--- config.mk ---
export PLATFORM = sky130hd
export DESIGN_NAME = tli_ctrl
export DESIGN_NICKNAME = d
export VERILOG_FILES = /design/src/rtl/core/tli_pkg.sv /design/src/rtl/core/tli_ctrl.sv
export SDC_FILE = /design/constraint.sdc
export NUM_CORES = 1
export LEC_CHECK = 0
export BUFFER_PORTS_ARGS = -buffer_cell sky130_fd_sc_hd__buf_2
export CAP_MARGIN = 20
export CORE_MARGIN = 2
export CORE_UTILIZATION = 30
export DETAILED_ROUTE_END_ITERATION = 12
export GPL_TIMING_DRIVEN = 1
export HOLD_SLACK_MARGIN = 0.02
export PLACE_DENSITY = 0.55
export SYNTH_ARGS = -nofsm -noshare
export SYNTH_HDL_FRONTEND = slang
export SYNTH_SLANG_ARGS = --single-unit
--- constraint.sdc ---
create_clock -name clk_i -period 2.25 [get_ports clk_i]
set_clock_uncertainty 0.05 [all_clocks]
set_input_delay 0.225 -clock clk_i [delete_from_list [all_inputs] [get_ports clk_i]]
set_output_delay 0.225 -clock clk_i [all_outputs]
set_load 0.05 [all_outputs]
--- src/rtl/core/tli_pkg.sv ---
`default_nettype none
package tli_pkg;

  localparam int TableDepth = 256;
  localparam int FracBits   = 16;
  localparam int IdxW       = $clog2(TableDepth);
  localparam int CountW     = IdxW + 1;
  localparam int DataW      = 32;
  localparam int MagW       = DataW + 1;
  localparam int DvdW       = MagW + FracBits;
  localparam int ProdW      = DvdW + MagW;
  localparam int CapBit     = 40;
  localparam int SumW       = CapBit + 3;
  localparam int StepW      = 6;
  localparam int DivSteps   = DvdW;
  localparam int MulSteps   = MagW;

  localparam logic [1:0] RegTableCount = 2'd0;
  localparam logic [1:0] RegExtBelow   = 2'd1;
  localparam logic [1:0] RegExtAbove   = 2'd2;

  localparam logic [1:0] RegionBelow = 2'd0;
  localparam logic [1:0] RegionMid   = 2'd1;
  localparam logic [1:0] RegionHit   = 2'd2;
  localparam logic [1:0] RegionAbove = 2'd3;

  typedef enum logic [4:0] {
    S_IDLE, S_W0, S_CHK0, S_W1, S_CHK1, S_SW, S_SP, S_IW, S_IC,
    S_RA, S_LA, S_RBW, S_LB, S_PREP, S_DIV, S_MINIT, S_MUL, S_FIN
  } tli_state_e;

  typedef enum logic [4:0] {
    OP_NONE, OP_LOAD, OP_START, OP_ADDR_LAST, OP_SEARCH_INIT, OP_PROBE, OP_FIX_I,
    OP_PAIR_BELOW, OP_PAIR_MID, OP_PAIR_ABOVE, OP_LATCH_A, OP_LATCH_B, OP_PREP,
    OP_DIV, OP_MUL_INIT, OP_MUL, OP_OUT_Y, OP_OUT_DEG, OP_OUT_LINE
  } tli_op_e;

  typedef struct packed {
    tli_op_e    op;
    logic [1:0] region;
  } tli_cmd_t;

  typedef struct packed {
    logic lt;
    logic gt;
    logic hit;
    logic len_zero;
    logic deg;
    logic cnt_zero;
    logic ext_below;
    logic ext_above;
  } tli_stat_t;

endpackage
`default_nettype wire

--- src/rtl/core/tli_ctrl.sv ---
`default_nettype none
module tli_ctrl (
  input  wire logic              clk_i,
  input  wire logic              rst_ni,
  input  wire logic              start,
  input  wire logic              func_i,
  input  wire tli_pkg::tli_stat_t stat_i,
  output tli_pkg::tli_cmd_t      cmd_o,
  output logic                   busy
);
  import tli_pkg::*;

  tli_state_e state_q, state_d;

  always_ff @(posedge clk_i or negedge rst_ni) begin
    if (!rst_ni) begin
      state_q <= S_IDLE;
    end else begin
      state_q <= state_d;
    end
  end

  always_comb begin
    state_d       = state_q;
    cmd_o.op      = OP_NONE;
    cmd_o.region  = RegionMid;
    unique case (state_q)
      S_IDLE: begin
        if (start) begin
          if (func_i) begin
            cmd_o.op = OP_START;
            state_d  = S_W0;
          end else begin
            cmd_o.op = OP_LOAD;
          end
        end
      end
      S_W0: state_d = S_CHK0;
      S_CHK0: begin
        cmd_o.region = RegionBelow;
        if (stat_i.lt) begin
          if (stat_i.ext_below) begin
            cmd_o.op = OP_PAIR_BELOW;
            state_d  = S_RA;
          end else begin
            cmd_o.op = OP_OUT_Y;
            state_d  = S_IDLE;
          end
        end else begin
          cmd_o.op = OP_ADDR_LAST;
          state_d  = S_W1;
        end
      end
      S_W1: state_d = S_CHK1;
      S_CHK1: begin
        cmd_o.region = RegionAbove;
        if (stat_i.gt) begin
          if (stat_i.ext_above) begin
            cmd_o.op = OP_PAIR_ABOVE;
            state_d  = S_RA;
          end else begin
            cmd_o.op = OP_OUT_Y;
            state_d  = S_IDLE;
          end
        end else begin
          cmd_o.op = OP_SEARCH_INIT;
          state_d  = S_SW;
        end
      end
      S_SW: begin
        if (stat_i.len_zero) begin
          cmd_o.op = OP_FIX_I;
          state_d  = S_IW;
        end else begin
          state_d = S_SP;
        end
      end
      S_SP: begin
        cmd_o.op = OP_PROBE;
        state_d  = S_SW;
      end
      S_IW: state_d = S_IC;
      S_IC: begin
        if (stat_i.hit) begin
          cmd_o.op     = OP_OUT_Y;
          cmd_o.region = RegionHit;
          state_d      = S_IDLE;
        end else begin
          cmd_o.op     = OP_PAIR_MID;
          cmd_o.region = RegionMid;
          state_d      = S_RA;
        end
      end
      S_RA: state_d = S_LA;
      S_LA: begin
        cmd_o.op = OP_LATCH_A;
        state_d  = S_RBW;
      end
      S_RBW: state_d = S_LB;
      S_LB: begin
        cmd_o.op = OP_LATCH_B;
        state_d  = S_PREP;
      end
      S_PREP: begin
        if (stat_i.deg) begin
          cmd_o.op = OP_OUT_DEG;
          state_d  = S_IDLE;
        end else begin
          cmd_o.op = OP_PREP;
          state_d  = S_DIV;
        end
      end
      S_DIV: begin
        cmd_o.op = OP_DIV;
        if (stat_i.cnt_zero) begin
          state_d = S_MINIT;
        end
      end
      S_MINIT: begin
        cmd_o.op = OP_MUL_INIT;
        state_d  = S_MUL;
      end
      S_MUL: begin
        cmd_o.op = OP_MUL;
        if (stat_i.cnt_zero) begin
          state_d = S_FIN;
        end
      end
      S_FIN: begin
        cmd_o.op = OP_OUT_LINE;
        state_d  = S_IDLE;
      end
      default: state_d = S_IDLE;
    endcase
  end

  assign busy = (state_q != S_IDLE);

endmodule
`default_nettype wire

# == Word level (Yosys, flattened, before mapping) ==
# Index checks and enable logic that the tools add are counted.
# classes
eq_ne,21
mux,23
reduce_logical,3
# ops
cell,n
5-bit case mux with 17 select lines,1
5-bit case mux with 13 select lines,1
5-bit two-way mux,10
"5-bit by 4-bit equality test with 1-bit output, second input constant",8
4-bit two-way mux,6
"5-bit by 3-bit equality test with 1-bit output, second input constant",4
"5-bit by 2-bit equality test with 1-bit output, second input constant",2
"5-bit equality test, second input constant",2
"2-bit inequality test, second input constant",4
7-bit two-way mux,1
2-bit case mux with 3 select lines,1
"5-bit by 1-bit equality test with 1-bit output, second input constant",1
5-bit logical NOT,1
5-bit nonzero test,1
4-bit AND reduction,1
3-bit two-way mux,1
2-bit two-way mux,1
1-bit two-way mux,1
# word_totals
regBits,5
input_bits,12

# == Longest topological paths before layout ==
# logic_depth
word_depth,3
mapped_depth,6
depth_no_buf,4

# == Worst setup path after synthesis ==
# OpenSTA, ideal clock, no wires.
# synth_path
path_kind,reg-to-output
start,reg state_q[1]
end,out cmd_o[1] (netlist name)
arrival_ns,3.240
t_required_ns,1.975
path_slack_ns,-1.265
stages_incl_launch_ff,4
path_buffers,2
path_cell_list,dfrtp_1 -> buf_2 -> buf_2 -> a2111oi_0
# synth_lines
element,line_no,rtl
"start, declared",tli_ctrl.sv:13,"tli_state_e state_q, state_d;"
"start signal, assigned",tli_ctrl.sv:19,state_q <= state_d;
"end, declared",tli_ctrl.sv:8,"output tli_pkg::tli_cmd_t cmd_o,"

==> impl_metrics.csv <==
group,metric,value,unit
sta,holdWs,0.282,ns
layout,final_area,938,um^2
sta,rsz0062_at_grt,"false",
power_and_ir_drop,power_density,1520,nW/um^2
die,start_util,32.3,%
die,dieArea,2840,um^2
sta,timing.fmax,471,MHz
logic_synthesis,synth_cell_types,41,
worst_setup_path,max_stage_delay,0.51,ns
logic_synthesis,synth-compound-area-share,26.3,%
layout,largest_reg_flops,5,
placed_design,dp_hpwl,1580,um
cts,cts_max_path_buffers,2,
logic_synthesis,synth_top_family_by_area,"simple AND/OR/NAND/NOR gates",
grt,overflow,0,
cts,cts_tree,"yes",
logic_synthesis,yosys_warnings,0,
hold_path,hp-class,"in2async",
sta,post-route-period-util,94.3,%
worst_setup_path,cp_max_fo,7,
layout,antenna_cells,0,
grt,antenna_found_initial,0,
die,rows,17,
sta,final.min_clock_period,2.12,ns
sta,finalSetupViolations,0,
layout,drive_gt1_share,35.2,%
die,die_y,53.3,um
logic_synthesis,synth_fa_ha_area_share,0,%
worst_setup_path,r2r_slack,0.70,ns
logic_synthesis,avgSynthCellArea,7.21,um^2
cts,clkTransAtPathRegs,0.04,ns
layout,reg.largest.list,"state_q x5",
die,top_level_ports,20,
detailed_routing,ant_nets,0,
sta,worst_pin_slew,0.346,ns
sta,hold_viol,0,
die,die_w,53.3,um
grt,grt_usage,15.4,%
grt,grt_pass1_vias,741,
grt,grt_pass1_wl,3260,um
worst_setup_path,critPathSlowestCell,"or4_1",
detailed_routing,first_pass_iters,4,
layout,synthToLayoutAreaGrowth,28.9,%
worst_setup_path,path_cells,"buf_4 > nor2_2 > and4_4 > or4_1 > buf_2",
worst_setup_path,r2r_cells,4,
power_and_ir_drop,p_leak,0.382,nW
logic_synthesis,synth_area,728,um^2
cts,cts_root_buf,"clkbuf_4",
logic_synthesis,yosys.area_share.simple,42.3,%
detailed_routing,drt_wl_total,2000,um
detailed_routing,post_drt_wl_per_cell,13.1,um
run_status,status,"complete, no violations",
logic_synthesis,ys_seq_area_share,17.2,%
die,core_area,2250,um^2
cts,cts_htree_levels,1,
layout,largest_register,"state_q",
logic_synthesis,ys_seq_elements,5,
logic_synthesis,synthCells,101,
worst_setup_path,startpoint_type,"flip-flop",
placed_design,placed_area,871,um^2
grt,grt_start_max_net_pins,25,
worst_setup_path,crit_required,1.98,ns
cts,cts-buffers-inserted,3,
detailed_routing,drt_iter0_markers,11,
detailed_routing,viasPerCell,5.50,
sta,setup_tns,0,ns
worst_setup_path,cp.arrival,1.85,ns
layout,nNetsFinal,138,
placed_design,gp_congestion,0.833,
worst_setup_path,r2r-end,"state_q[0]",
worst_setup_path,r2r-start,"state_q[2]",
sta,slew_headroom,76.8,%
placed_design,io_buffer_count,19,
cts,cts_sinks,5,
logic_synthesis,synth-xor-area-share,1.20,%
worst_setup_path,cp-end-kind,"output pin",
logic_synthesis,syn_nets,113,
layout,num-fill-cells,234,
power_and_ir_drop,vdd_drop_max,0.816,mV
detailed_routing,vias,842,
cts,clkLatencyLatePin,0.24,ns
detailed_routing,drc,0,
worst_setup_path,worstSetupPathType,"reg2out",
sta,slew_viol_final,0,
run,cap_violations,0,
power_and_ir_drop,p_total,1.43,mW
logic_synthesis,muxShareOfSynthArea,4.12,%
## per-stage QoR
stage	util (%)	cells	worst slack (ns)
global route	41.6	153	0.0246
finish	41.6	153	0.128
global placement	38.6	146	0.215
floorplan	-	101	0.0809
CTS	40.3	151	0.00997
detailed placement	38.6	146	0.229
## critical path: cells and delay by family (launching register included)
family                 cells  cell delay, ns
buffers and inverters      2            0.41
flip-flops                 1            0.42
AND/OR/NAND/NOR            3            0.77
## routing by layer
layer	track usage (%)	vias to the layer above	part of all wire (%)
met1	19.3	388	45
li1	-	430	-
met5	0	-	0
met3	2.54	0	3.5
met4	2.56	0	0
met2	27.6	24	51
## where the power goes
group | switching, mW | internal [mW] | total (mW)
Sequential | 0.0766 | 0.129 | 0.205
Clock | 0.0374 | 0.0671 | 0.105
Combinational | 0.717 | 0.401 | 1.12
## logic make-up after synthesis
kind of cell              after synthesis
and+or+nand+nor                        53
AOI/OAI and AO/OA                      27
buffers and inverters                  12
DFF                                     5
muxes                                   3
xor gates and xnor gates                1
## cell type report
cell class	instances	area [um^2]	area share [%]
multi-input combinational	84	563	60.0
clock buffer	4	26.3	2.80
sequential	5	130	13.9
tap	28	35.0	3.73
inverter	3	11.3	1.20
timing repair buffer	29	173	18.4
## synth_stat cells
cell type | n | area share (%)
buf_6 | 1 | 1.5
nand4b_1 | 1 | 1.2
o21ai_0 | 4 | 2.7
nor2_1 | 6 | 3.1
nand2b_1 | 6 | 5.2
or3_1 | 2 | 1.7
o21bai_1 | 1 | 1.0
nor3_2 | 1 | 1.4
buf_2 | 7 | 4.8
o311ai_0 | 1 | 1.2
a31oi_1 | 2 | 1.7
o2bb2a_4 | 1 | 2.7
o211ai_1 | 2 | 2.1
buf_4 | 1 | 1.0
a41oi_1 | 1 | 1.2
a311o_1 | 1 | 1.4
a2111oi_0 | 1 | 1.2
o21a_1 | 1 | 1.0
nand4_1 | 2 | 1.7
nor3_1 | 1 | 0.69
inv_1 | 2 | 1.0
nand3b_1 | 2 | 2.1
or4b_1 | 1 | 1.4
o2111ai_1 | 2 | 2.4
xnor2_1 | 1 | 1.2
and3_1 | 1 | 0.86
nor2b_1 | 3 | 2.6
or4_1 | 1 | 1.0
nor2_2 | 1 | 0.86
a22oi_1 | 1 | 1.0
nor4_2 | 1 | 1.7
dfrtp_1 | 5 | 17
nand2_1 | 11 | 5.7
nand3_1 | 8 | 5.5
a21oi_1 | 8 | 5.5
inv_2 | 1 | 0.51
mux2i_1 | 3 | 4.1
or2b_1 | 1 | 1.0
nor3b_1 | 3 | 3.1
a211oi_1 | 1 | 1.0
and4_4 | 1 | 1.5
## placed cells by master, fill, tap and decap left out, types with 3 or more instances in the layout
master	n
nand3_1	8
buf_2	19
mux2i_1	3
clkbuf_4	3
nor2_1	6
nor3b_1	3
nand2_1	11
dfrtp_2	4
nand2b_1	6
o21ai_0	4
buf_4	9
a21oi_1	8
## how the worst max path moves through the flow
stage	end	slack, ns	depth (start not counted)	startpoint
CTS	cmd_o[6]	0.01	5	state_q[4]
finish	cmd_o[3]	0.13	5	state_q[0]
global route	cmd_o[3]	0.02	6	state_q[0]
detailed placement	cmd_o[3]	0.23	5	state_q[2]
floorplan	cmd_o[1]	0.08	4	state_q[3]
global placement	cmd_o[6]	0.21	5	state_q[4]
## repair_timing
action	CTS	global route
hold buffers	1	0
gates resized for setup	1	5
hold endpoints to repair	5	0
buffers inserted	0	2
setup endpoints to repair	1	4
Power figures use the tool's default switching activity.
